===== src/sv/plob_pkg.sv =====
`timescale 1ns / 1ps
`default_nettype none
package plob_pkg;

   localparam int LEVELS      = 64;
   localparam int TOP_LEVELS  = 5;
   localparam int PRICE_BITS  = 20;
   localparam int QTY_BITS    = 24;
   localparam int RANK_BITS   = 3;
   localparam int DEPTH_BITS  = 3;
   localparam int ACTION_BITS = 2;
   localparam int IDX_BITS    = $clog2(LEVELS);
   localparam int CNT_BITS    = $clog2(LEVELS + 1);
   localparam int ENTRY_BITS  = PRICE_BITS + QTY_BITS;
   localparam int QUEUE_DEPTH = 2;
   localparam int QPTR_BITS   = $clog2(QUEUE_DEPTH);
   localparam int QCNT_BITS   = $clog2(QUEUE_DEPTH + 1);

   localparam logic [DEPTH_BITS-1:0] DEPTH_RESET = DEPTH_BITS'(TOP_LEVELS);

   localparam logic SIDE_BID = 1'b0;
   localparam logic SIDE_ASK = 1'b1;

   localparam logic [ACTION_BITS-1:0] ACT_NEW    = 2'd0;
   localparam logic [ACTION_BITS-1:0] ACT_CANCEL = 2'd1;
   localparam logic [ACTION_BITS-1:0] ACT_TRADE  = 2'd2;
   localparam logic [ACTION_BITS-1:0] ACT_UNUSED = 2'd3;

   localparam logic STATUS_OK   = 1'b0;
   localparam logic STATUS_FULL = 1'b1;

   typedef enum logic [1:0] {
      OP_NEW,
      OP_CANCEL,
      OP_TRADE,
      OP_NONE
   } op_type;

   typedef enum logic [2:0] {
      ST_IDLE,
      ST_SCAN,
      ST_APPLY,
      ST_RANK,
      ST_EMIT
   } eng_state_type;

   typedef struct packed {
      logic                  side;
      op_type                op;
      logic [PRICE_BITS-1:0] price;
      logic [QTY_BITS-1:0]   qty;
   } cmd_type;

   typedef struct packed {
      logic                  status;
      logic                  report_side;
      logic [RANK_BITS-1:0]  rank;
      logic                  level_valid;
      logic [PRICE_BITS-1:0] level_price;
      logic [QTY_BITS-1:0]   level_quantity;
      logic [PRICE_BITS-1:0] last_trade_price;
      logic [QTY_BITS-1:0]   last_trade_quantity;
      logic                  last_item;
   } rsp_type;

endpackage
`default_nettype wire


===== src/sv/plob_rsp_queue.sv =====
`timescale 1ns / 1ps
`default_nettype none
module plob_rsp_queue (
   input  logic              clock,
   input  logic              reset,
   input  logic              push,
   input  plob_pkg::rsp_type din,
   output logic              full,
   output logic              empty,
   output plob_pkg::rsp_type dout,
   input  logic              pop
);
   import plob_pkg::*;

   rsp_type              q_ff [QUEUE_DEPTH];
   logic [QPTR_BITS-1:0] wp_ff, wp_in, rp_ff, rp_in;
   logic [QCNT_BITS-1:0] cnt_ff, cnt_in;
   logic                 do_push, do_pop;

   assign full    = (cnt_ff == QCNT_BITS'(QUEUE_DEPTH));
   assign empty   = (cnt_ff == '0);
   assign dout    = q_ff[rp_ff];
   assign do_push = push && !full;
   assign do_pop  = pop && !empty;

   always_comb begin
      wp_in  = do_push ? wp_ff + 1'b1 : wp_ff;
      rp_in  = do_pop ? rp_ff + 1'b1 : rp_ff;
      cnt_in = cnt_ff + QCNT_BITS'(do_push) - QCNT_BITS'(do_pop);
   end

   always_ff @(posedge clock) begin
      if (reset) begin
         wp_ff  <= '0;
         rp_ff  <= '0;
         cnt_ff <= '0;
      end else begin
         wp_ff  <= wp_in;
         rp_ff  <= rp_in;
         cnt_ff <= cnt_in;
      end
   end

   always_ff @(posedge clock) begin
      if (do_push) begin
         q_ff[wp_ff] <= din;
      end
   end
endmodule
`default_nettype wire


===== config.mk =====
export PLATFORM = sky130hd
export DESIGN_NAME = plob_rsp_queue
export DESIGN_NICKNAME = d
export VERILOG_FILES = /design/src/sv/plob_pkg.sv /design/src/sv/plob_rsp_queue.sv
export SDC_FILE = /design/constraint.sdc
export NUM_CORES = 1
export LEC_CHECK = 0
export ABC_AREA = 1
export BUFFER_PORTS_ARGS = -buffer_cell sky130_fd_sc_hd__buf_2
export CAP_MARGIN = 15
export CELL_PAD_IN_SITES_DETAIL_PLACEMENT = 1
export CELL_PAD_IN_SITES_GLOBAL_PLACEMENT = 1
export CORE_AREA = 2 2 112 158
export CTS_CLUSTER_SIZE = 24
export DETAILED_ROUTE_END_ITERATION = 8
export DIE_AREA = 0 0 114 160
export PLACE_DENSITY = 0.77
export SETUP_SLACK_MARGIN = 0.02
export SYNTH_ARGS = -nofsm -noshare
export SYNTH_HDL_FRONTEND = slang
export SYNTH_SLANG_ARGS = --single-unit

===== constraint.sdc =====
create_clock -name clock -period 6.2 [get_ports clock]
set_input_delay 0.31 -clock clock [delete_from_list [all_inputs] [get_ports clock]]
set_output_delay 0.31 -clock clock [all_outputs]
set_load 0.005 [all_outputs]

After elaboration in Yosys (flattened, before gate mapping)
Memory sizes are Yosys's and may differ from the RTL's. A register that Yosys moved wholly into a read port is not among the register bits.
Index checks and enable logic that the tools add are counted.
Operators by class
  add/sub/neg operators: 4
  eq/ne operators: 1
  mux-type cells: 4
  reduce and logical (&&, ||, !) cells: 5
Operators with widths (count)
  two-way mux 1 bit: 4
  adder 1 bit, second input constant: 2
  adder 2 x 1 -> 2 bit: 1
  == test 2 bit, second input constant: 1
  logical AND 1 bit: 2
  logical NOT 1 bit: 2
  logical NOT 2 bit: 1
  subtractor 2 x 1 -> 2 bit: 1
Storage, ports and cells
  register bits: 4
  RAM bits: 190
  output and inout port bits: 97
  memories kept: 1
Memories
  q_ff: depth 2, bits a word 95, rd ports 1, clocked after Yosys merged registers in 1, wr ports 1, RTL line plob_rsp_queue.sv:15  | rsp_type q_ff [QUEUE_DEPTH];

Depth between registers and ports, before layout
  depth after elaboration: 5
  depth in mapped cells: 11

Worst setup path after synthesis
Ideal clock, no wire load.
  path kind: register to register
  start point: reg cnt_ff[0]
  end point: mem q_ff[0][0] (netlist name), enable pin
  library setup time: 549 ps
  arrival time: 4516 ps
  data required time: 5651 ps
  slack: 1135 ps
  cell stages (with the launch flop): 5
  path buffers: 0
  clock period less this slack: 5065 ps
  path through: dfxtp_1 -> inv_1 -> nand2_1 -> nand2_1 -> nor2_1
Between the ends
  longest elaborated chain between the ends: 5
Ends and longest elaborated chain
  from (decl): RTL line plob_rsp_queue.sv:17  | logic [QCNT_BITS-1:0] cnt_ff, cnt_in;
  from (signal assigned): RTL line plob_rsp_queue.sv:40  | cnt_ff <= cnt_in;
  == test 2 bit: RTL line plob_rsp_queue.sv:20  | assign full = (cnt_ff == QCNT_BITS'(QUEUE_DEPTH));
  logical NOT 1 bit: RTL line plob_rsp_queue.sv:23  | assign do_push = push && !full;
  logical AND 1 bit: RTL line plob_rsp_queue.sv:23
  two-way mux 1 bit: RTL line plob_rsp_queue.sv:45  | if (do_push) begin
  two-way mux 1 bit (implied by the code): RTL line plob_rsp_queue.sv:46  | q_ff[wp_ff] <= din;
  to (decl): RTL line plob_rsp_queue.sv:15
Every way passes these cells.

==> metrics.md <==
| Metric | Value |
|---|---|
| RSZ-0062 raised after global routing | false |
| Hold buffer count at cts | 0 |
| Initial detailed-routing violation count | 96 |
| CP cell instances | buf_4 -> mux2_2 -> buf_2 |
| Detail Route Antenna Nets | 0 |
| Minimum clock period after layout | about 3000 ps |
| DP HPWL | roughly 10 mm |
| Drt via density | about 5 |
| Clock root buffer | clkbuf_16 |
| Die span in y | roughly 160 microns |
| Net Switching | about 0.00094 W |
| Post-route setup TNS | 0 ps |
| Synth Warn # | 0 |
| Max-slew violations | 0 |
| Clk_skew | a little under 8 ps |
| Sequential fraction of the synthesis area | 0.793 |
| Latest clock arrival within the worst-skew pair | ~420 ps |
| Headroom to the max-slew limit | 0.255 |
| Critical Path RT | 5890 ps |
| Number of I/O port buffers | ~200 |
| Max rail drop VDD | around 250 uV |
| Static Leak | between 3 and 4 nW |
| Worst EP arrival | around 2600 ps |
| CTS Buffer Depth | 2 |
| Grt ovf | 0 |
| Nets | 642 |
| Post-CTS Repair Setup Buffers | 0 |
| Clock slew seen by the registers of the worst setup and hold paths | 70 ps |
| Final std cells w/o fill | about 760 |
| Critical Path End Type | output port |
| Total GRT Usage | 0.163 |
| Sequential share of power | 0.493 |
| First-pass GRT wire length | about 22 mm |
| RR Startpoint | cnt_ff[0] |
| Hold Violations, Final | 0 |
| Setup Viol. Count Final | 0 |
| CTS HTree Levels | 4 |
| Power Density | slightly below 400 nW/um^2 |
| Fillcell total | between 1500 and 2000 |
| Vias after detailed routing | 3697 |
| DRC viols | 0 |
| Core Util, Final | 0.533 |
| HP Class | in2reg |
| FP Rows | 57 |
| Avg WL per Cell | around 19 microns |
| Cell count after synthesis | 335 |
| Setup CP Type | reg2out |
| Area growth syn-to-layout | 23.6% |
| Crit path launch type | flip-flop |
| Clock share of power | 0.288 |
| Clock net sink count | roughly 200 |
| Post_cts resized | 0 |
| Max-cap violation count | 0 |
| Pre-antenna DRT Iters | 5 |
| Core ar. | 17000 sq um |
| Final cycle utilization of the critical path | 0.470 |
| Number of global-route vias before repair | a little over 4000 |
| CTS tree | done |
| Post-synth net total | 436 |
| Crit-path slowest cell | dfxtp_4 |
| Peak Freq | approximately 0.34 GHz |
| Antenna violations before repair | 1 |
| Max incr delay on CP | a little over 800 ps |
| Routed wire length | 14.5 mm |
| Hold path startpoint | reset |
| Distinct cells, synth | 13 |
| Tightest Pin Transition | around 1100 ps |
| Sw Ratio | 0.261 |
| Layout cells sized above 1 | 0.588 |
| Status | finished, final reports clean |
| Io pins | between 150 and 200 |
| Comb power frac | 0.220 |
| CP Max Fanout | 52 |
| Total CTS buffers | 17 |
| Placer Congestion | just over 0.7 |
| Initial Utilization | 0.431 |
| Internal | 0.00265 W |
| Placed cells | 728 |
| Mapped Area | about 7300 sq um |
| Die area | 18200 sq um |
| Mapped Avg Cell Area | 21.8 sq um |
| #FFs+latches synth | 195 |
| Largest net degree at the start of global routing | 60 |
| Die X | 114 microns |
-- area by class of cell --
class                           instances  area (sq um)  area share
Timing Repair Buffer                  198           998       0.110
Tap cell                              206           258      0.0285
Multi-Input combinational cell        119          1380       0.152
Inverter                               10          40.0     0.00443
Clock inverter                         15           133      0.0147
Antenna cell                            1          2.50    0.000277
Clock buffer                           17           425      0.0470
Sequential cell                       195          5810       0.642
-- layer usage --
metal  vias to the layer above  wire [microns]  track usage
li1                       1713               -            -
met1                      1847            5180        0.168
met2                       119            8280        0.303
met3                        18             798       0.0520
met4                         0             258       0.0593
met5                         -               0            0
-- power by group through the flow --
stage | combinational (W) | clock [W] | sequential [W]
detailed placement | 0.000806 | 0 | 0.00180
finish | 0.000789 | 0.00103 | 0.00177
CTS | 0.000810 | 0.00107 | 0.00177
global route | 0.000859 | 0.00112 | 0.00179
global placement | 0.000780 | 0 | 0.00178
floorplan | 0.000536 | 0 | 0.00175
-- through the flow --
step | power (W) | instance area (sq um) | setup slack, ps | hold slack (ps)
after floorplan | 0.00229 | 7320 | 1130 | 381
after global placement | 0.00256 | 8480 | 3540 | 483
after detailed placement | 0.00261 | 8480 | 3360 | 493
after CTS | 0.00365 | 9040 | 3170 | 32.2
after global routing | 0.00376 | 9040 | 3110 | 35.4
final | 0.00359 | 9040 | 3290 | 53.8
-- sequential cells by signal, indices dropped and copies added (netlist names), named ones only --
register  count
rp_ff         1
cnt_ff        2
q_ff        190
wp_ff         1
-- worst max-delay path, delay by kind of cell, from the launching register on --
kind	cells	cell delay (ps)
muxes	1	440
DFF	1	830
buffers and inverters	2	870
-- cell usage after synthesis --
library cell / instances / area, sq um
mux2_2: 45 / 507
ha_1: 2 / 25.0
edfxtp_1: 190 / 5710
mux2_4: 50 / 751
buf_6: 6 / 67.6
buf_8: 1 / 15.0
nand3_1: 3 / 15.0
a21oi_1: 2 / 10.0
buf_2: 4 / 20.0
dfxtp_1: 5 / 100
nor2_1: 9 / 33.8
nand2_1: 8 / 30.0
inv_1: 10 / 37.5
-- layout by cell type, fill, tap and decap left out, drive strengths merged --
cell type,synthesis,routed
clkinvlp,0,3
mux2,95,95
nand2,8,8
clkbuf,0,17
nor2,9,9
ha,2,2
clkinv,0,7
edfxtp,190,190
a21oi,2,2
nand3,3,3
buf,11,198
bufinv,0,1
inv,10,14
dfxtp,5,5
diode,0,1
-- kinds of logic after synthesis --
kind of cell	after synthesis	synth area share
compound gates	2	0.00137
buf+inv	21	0.0192
flops	195	0.793
fa+ha+maj	2	0.00342
mux	95	0.172
simple gates	20	0.0108
-- worst paths after layout --
check | endpoint | slack, ps | cells after the start
worst max register to register | q_ff[0][57] | 3370 | 5
worst min register to register | flip-flop | 520 | 2
worst max-delay path | dout[88] | 3290 | 3
worst min-delay path | cnt_ff[0] | 50 | 2
No activity file was read; power rests on OpenSTA's default activity.
