**src/sv/plob_pkg.sv**
```systemverilog
`timescale 1ns / 1ps
`default_nettype none
package plob_pkg;

   localparam int LEVELS      = 64;
   localparam int TOP_LEVELS  = 5;
   localparam int PRICE_BITS  = 20;
   localparam int QTY_BITS    = 24;
   localparam int RANK_BITS   = 3;
   localparam int DEPTH_BITS  = 3;
   localparam int ACTION_BITS = 2;
   localparam int IDX_BITS    = $clog2(LEVELS);
   localparam int CNT_BITS    = $clog2(LEVELS + 1);
   localparam int ENTRY_BITS  = PRICE_BITS + QTY_BITS;
   localparam int QUEUE_DEPTH = 2;
   localparam int QPTR_BITS   = $clog2(QUEUE_DEPTH);
   localparam int QCNT_BITS   = $clog2(QUEUE_DEPTH + 1);

   localparam logic [DEPTH_BITS-1:0] DEPTH_RESET = DEPTH_BITS'(TOP_LEVELS);

   localparam logic SIDE_BID = 1'b0;
   localparam logic SIDE_ASK = 1'b1;

   localparam logic [ACTION_BITS-1:0] ACT_NEW    = 2'd0;
   localparam logic [ACTION_BITS-1:0] ACT_CANCEL = 2'd1;
   localparam logic [ACTION_BITS-1:0] ACT_TRADE  = 2'd2;
   localparam logic [ACTION_BITS-1:0] ACT_UNUSED = 2'd3;

   localparam logic STATUS_OK   = 1'b0;
   localparam logic STATUS_FULL = 1'b1;

   typedef enum logic [1:0] {
      OP_NEW,
      OP_CANCEL,
      OP_TRADE,
      OP_NONE
   } op_type;

   typedef enum logic [2:0] {
      ST_IDLE,
      ST_SCAN,
      ST_APPLY,
      ST_RANK,
      ST_EMIT
   } eng_state_type;

   typedef struct packed {
      logic                  side;
      op_type                op;
      logic [PRICE_BITS-1:0] price;
      logic [QTY_BITS-1:0]   qty;
   } cmd_type;

   typedef struct packed {
      logic                  status;
      logic                  report_side;
      logic [RANK_BITS-1:0]  rank;
      logic                  level_valid;
      logic [PRICE_BITS-1:0] level_price;
      logic [QTY_BITS-1:0]   level_quantity;
      logic [PRICE_BITS-1:0] last_trade_price;
      logic [QTY_BITS-1:0]   last_trade_quantity;
      logic                  last_item;
   } rsp_type;

endpackage
`default_nettype wire

```
**src/sv/plob_front.sv**
```systemverilog
`timescale 1ns / 1ps
`default_nettype none
module plob_front (
   input  logic                            clock,
   input  logic                            reset,
   input  logic                            req_push,
   output logic                            req_full,
   input  logic                            req_side,
   input  logic [plob_pkg::ACTION_BITS-1:0] req_action,
   input  logic [plob_pkg::PRICE_BITS-1:0] req_price,
   input  logic [plob_pkg::QTY_BITS-1:0]   req_quantity,
   output logic                            cmd_valid,
   output plob_pkg::cmd_type               cmd,
   input  logic                            cmd_pop
);
   import plob_pkg::*;

   cmd_type              q_ff [QUEUE_DEPTH];
   logic [QPTR_BITS-1:0] wp_ff, wp_in, rp_ff, rp_in;
   logic [QCNT_BITS-1:0] cnt_ff, cnt_in;
   cmd_type              enq;
   logic                 push, pop;

   always_comb begin
      enq.side  = req_side;
      enq.price = req_price;
      enq.qty   = req_quantity;
      unique case (req_action)
         ACT_NEW:    enq.op = OP_NEW;
         ACT_CANCEL: enq.op = OP_CANCEL;
         ACT_TRADE:  enq.op = OP_TRADE;
         default:    enq.op = OP_NONE;
      endcase
   end

   assign req_full  = (cnt_ff == QCNT_BITS'(QUEUE_DEPTH));
   assign cmd_valid = (cnt_ff != '0);
   assign cmd       = q_ff[rp_ff];
   assign push      = req_push && !req_full;
   assign pop       = cmd_pop && cmd_valid;

   always_comb begin
      wp_in  = push ? wp_ff + 1'b1 : wp_ff;
      rp_in  = pop ? rp_ff + 1'b1 : rp_ff;
      cnt_in = cnt_ff + QCNT_BITS'(push) - QCNT_BITS'(pop);
   end

   always_ff @(posedge clock) begin
      if (reset) begin
         wp_ff  <= '0;
         rp_ff  <= '0;
         cnt_ff <= '0;
      end else begin
         wp_ff  <= wp_in;
         rp_ff  <= rp_in;
         cnt_ff <= cnt_in;
      end
   end

   always_ff @(posedge clock) begin
      if (push) begin
         q_ff[wp_ff] <= enq;
      end
   end
endmodule
`default_nettype wire

```
**config.mk**
```make
export PLATFORM = sky130hd
export DESIGN_NAME = plob_front
export DESIGN_NICKNAME = d
export VERILOG_FILES = /design/src/sv/plob_pkg.sv /design/src/sv/plob_front.sv
export SDC_FILE = /design/constraint.sdc
export NUM_CORES = 1
export LEC_CHECK = 0
export BUFFER_PORTS_ARGS = -buffer_cell sky130_fd_sc_hd__clkbuf_2
export CAP_MARGIN = 20
export CORE_MARGIN = 1
export CORE_UTILIZATION = 46
export CTS_BUF_LIST = sky130_fd_sc_hd__clkbuf_8 sky130_fd_sc_hd__clkbuf_16
export DETAILED_ROUTE_END_ITERATION = 6
export GPL_TIMING_DRIVEN = 1
export PLACE_DENSITY = 0.74
export SKIP_LAST_GASP = 1
export SYNTH_ARGS = -nofsm -noshare
export SYNTH_HDL_FRONTEND = slang
export SYNTH_SLANG_ARGS = --single-unit
```
**constraint.sdc**
```tcl
create_clock -name clock -period 1.96 [get_ports clock]
set_input_delay 0.196 -clock clock [delete_from_list [all_inputs] [get_ports clock]]
set_output_delay 0.196 -clock clock [all_outputs]
set_load 0.02 [all_outputs]
```
-- Yosys cells after proc, flatten, opt, wreduce, memory -nomap -nowiden
Memories as Yosys holds them, arrays and structs flattened. A register that Yosys moved wholly into a read port is not among the register bits.
Cells that the tools add are included.
- memories kept: 1
- bits in writable memories: 94
- bits in registers: 4
- word-level logic and storage cells: 21
- input port bits: 51
- memories (memory ; words ; bits a word ; rd ports ; clocked after Yosys merged registers in ; wr ports ; line ; text):
    q_ff ; 2 ; 47 ; 1 ; 1 ; 1 ; plob_front.sv:18 ; cmd_type q_ff [QUEUE_DEPTH];
- multiplexer cells: 5
- reduce and logical (&&, ||, !) cells: 5
- equality and inequality tests: 3
- add/subtract/negate cells: 4
- operators by type and width (cell ; count):
    case mux 2 bit (3 select lines) ; 1
    equality test 2 bit (second input constant) ; 2
    two-way mux 1 bit ; 4
    adder 1 bit (second input constant) ; 2
    adder 2 x 1 -> 2 bit ; 1
    equality test 2 x 1 -> 1 bit (second input constant) ; 1
    logical AND 1 bit ; 2
    zero test 2 bit ; 1
    nonzero test 2 bit ; 1
    subtractor 2 x 1 -> 2 bit ; 1
    zero test 1 bit ; 1

-- Longest topological paths before layout
- word-level depth: 5
- mapped depth: 8
- mapped depth without buffers: 8

-- Worst setup path after synthesis
No wires, ideal clock.
- kind: reg2reg
- start: reg cnt_ff[0]
- end: mem q_ff[0][0] (netlist name) (enable)
- stages on the path, launching flop included: 5
- setup time: 0.401 ns
- period minus slack after synthesis: 2.204 ns
- arrival time: 1.802 ns
- required time: 1.559 ns
- buffers on the path: 0
- path slack: -0.244 ns
- cells stage by stage: dfxtp_1 nand2b_2 inv_2 or3_1 inv_1
- longest elaborated chain between the ends: 5
- RTL lines (element ; line ; text):
    start, declared ; plob_front.sv:20 ; logic [QCNT_BITS-1:0] cnt_ff, cnt_in;
    start signal, assigned ; plob_front.sv:56 ; cnt_ff <= cnt_in;
    equality test 2 bit ; plob_front.sv:36 ; assign req_full = (cnt_ff == QCNT_BITS'(QUEUE_DEPTH));
    via req_full ; plob_front.sv:7 ; output logic req_full,
    zero test 1 bit ; plob_front.sv:39 ; assign push = req_push && !req_full;
    logical AND 1 bit ; plob_front.sv:39 ;
    two-way mux 1 bit ; plob_front.sv:61 ; if (push) begin
    two-way mux 1 bit (implied by the code) ; plob_front.sv:62 ; q_ff[wp_ff] <= enq;
    end, declared ; plob_front.sv:18 ;
The timed path passes the listed nets, and every way through them passes these cells.

==> results.yml <==
drt:
  first_pass_iters: 4
  via_per_inst: 4.788
  drc: 0
  ant_nets: 0
  drtIter0Drc: 60
  wl_mm: 5.657
  vias: 1872
  wl_per_cell_um: 14.47
sta:
  post-route-period-util_pct: 89.50
  fmax_mhz: 570.0
  clock-skew-final_ps: 7.558
  relSlewSlack_pct: 73.79
  finalSetupViolCount: 0
  fin_crit_ps: 1754
  rsz0062_at_grt: "no"
  hold_slack_ps: 30.41
  hold_violations: 0
  setup_tns_ps: 0
  worstMarginPinSlew_ps: 393.1
  slew_violations: 0
power:
  p_clk_share_pct: 21.1
  combPwrFrac_pct: 30.6
  leakage_uw: 0.001731
  switching_share_pct: 31.54
  ir_worst_vdd_uv: 763.8
  p_switching_uw: 1810
  internal_power_uw: 3930
  seq_power_share_pct: 48.3
  power_density_nw_per_um2: 1283
flow_run:
  drv_cap: 0
setup_path:
  critPathTopFamily: "buffers and inverters"
  required_ps: 1760
  r2r_start: "cnt_ff[0]$_SDFF_PP0_"
  critPathBufInv: 2
  crit_chain: "buf_4 -> mux2_1 -> clkbuf_2"
  start_kind: "flip-flop"
  path_max_fanout: 27
  slowest_stage: "mux2_1"
  end_kind: "output pin"
  worstSetupPathType: "reg2out"
  cpPeakStageDelay_ps: 390
  worstPathArrival_ps: 1560
clock_network:
  clk_pin_slew_ps: 90
  cts_tree: "done"
  cts_root_buf: "clkbuf_8"
  cts_sinks: 99
  post_cts_buffers: 0
  clockBufferDepth: 2
  cts_buffers: 9
  cts_hold_buf: 0
  post_cts_resized: 0
  clk_latency_ps: 350
  htree_levels: 3
grt:
  antenna_found_initial: 0
  gr-usage-all-layers_pct: 14.32
  grt_pass1_wl_mm: 8.728
  grt_max_degree: 29
  grt_pass1_vias: 1860
  grt-ovfl-total: 0
logic_synthesis:
  synth.top_cell.area_share_pct: 77.53
  synth_area_um2: 3641
  synth_nets: 228
  yosysTopAreaCell: "edfxtp_1"
  synthCells: 175
  seq_area_frac_synth_pct: 80.27
  synth-seq-cells: 99
  synth.avg_cell_area_um2: 20.81
  synth_warnings: 0
  synth.area.top_cells: "edfxtp_1 (78%), mux2_1 (15%), dfxtp_1 (2.7%)"
  ys_types: 23
die:
  die_h_um: 90.97
  die_area_um2: 8275
  die_x_um: 90.97
  boundaryPins: 100
  core.rowCount: 32
  start_util_pct: 47.36
  core_area_um2: 7687
finish:
  antenna_cells: 0
  drive_above_1_share_pct: 42.91
  syn2layout_area_growth_pct: 22.85
  nets: 337
  final_util_pct: 58.19
  layout.cells.non_filler: 391
  final_area_um2: 4473
  nFillCells: 624
place:
  post-place-cells: 375
  dpl_cell_area_um2: 4288
  portBuffers: 99
  gp_congestion: 0.6421
  place_hpwl_mm: 3.846
status:
  status: "completed"
worst_hold_path:
  hp-class: "in2reg"
  hp-start: "req_price[5]"
==> worst register-to-register path: stages (launching register included) <==
cell and delay [ps]:
dfxtp_1 370, nand2b_2 170, inv_2 50, or3_1 370
clkinvlp_4 140, buf_12 180
==> layout make-up <==
class | instances | area (um2) | share of cell area (%)
clock buffers | 9 | 123.9 | 2.769
clock inverters | 7 | 61.31 | 1.371
inverters | 4 | 18.77 | 0.4196
multi-input cells | 65 | 651.9 | 14.57
flip-flops and latches | 99 | 2924 | 65.37
well taps | 102 | 127.6 | 2.853
repair buffers | 105 | 565.5 | 12.64
==> power groups by stage <==
stage               Clock [uW]  Sequential (uW)  Combinational, uW
floorplan                    0             2800               1220
global placement             0             2800               1780
detailed placement           0             2820               1790
CTS                       1250             2780               1790
global route              1320             2810               1890
finish                    1210             2770               1760
==> path summary, 6_finish.rpt <==
path / depth (start not counted) / slack (ps) / end
min: 1 / 30 / q_ff[0][29]$_DFFE_PP_
max reg2reg: 5 / 380 / q_ff[0][23]$_DFFE_PP_
min reg2reg: 2 / 520 / wp_ff$_SDFFE_PP0P_
max: 3 / 210 / cmd[45]
==> cells in the mapped netlist (all sizes together) <==
master and n:
mux2 47, dfxtp 5, and3 1, xnor2 1, edfxtp 94, or3 1, nor2b 1, clkbuf 2
or2 1, o21ai 1, ha 2, nor3 1, xor2 1, nand2b 1, nand2 1, a21oi 1
buf 5, inv 4, o21a 1, nor2 3, and2 1
==> layout by cell type, fill, tap and decap left out, types with 2 or more instances in the layout <==
| cell type | netlist | final |
|---|---|---|
| nor2_1 | 3 | 3 |
| clkbuf_8 | 0 | 9 |
| buf_12 | 0 | 2 |
| edfxtp_1 | 94 | 94 |
| dfxtp_1 | 5 | 4 |
| mux2_1 | 47 | 47 |
| buf_4 | 0 | 4 |
| clkinvlp_4 | 0 | 2 |
| inv_1 | 3 | 4 |
| ha_1 | 2 | 2 |
| clkbuf_2 | 0 | 99 |
| clkinv_1 | 0 | 2 |
==> cell families after synthesis <==
kind of cell | synth area share [%]
buffers and inverters | 1.821
AND/OR/NAND/NOR | 1.684
AO/OA/AOI/OAI | 0.5152
flip-flops | 80.28
multiplexers | 14.54
XOR/XNOR | 0.4812
adder cells (fa/ha/maj) | 0.6872
==> flip-flops by register name, indices dropped and copies added (netlist names), named ones only <==
register  count
q_ff         94
cnt_ff        2
rp_ff         1
wp_ff         1
==> metal layers <==
layer  track usage [%]  up-vias  routed length, um
met2             24.43       62               2905
met1             16.94      913               2363
met4             5.159        0                 76
li1                  -      891                  -
met5                 0        -                  0
met3             4.774        6                313
==> metrics by stage <==
step | total power (uW) | setup WS (ps)
5_1_grt | 6015 | 120.3
3_3_place_gp | 4579 | 448.0
4_1_cts | 5824 | 172.3
6_report | 5740 | 205.7
3_5_place_dp | 4610 | 397.1
2_1_floorplan | 4022 | 126.8
Note: power is estimated with default switching activity, not from simulation.
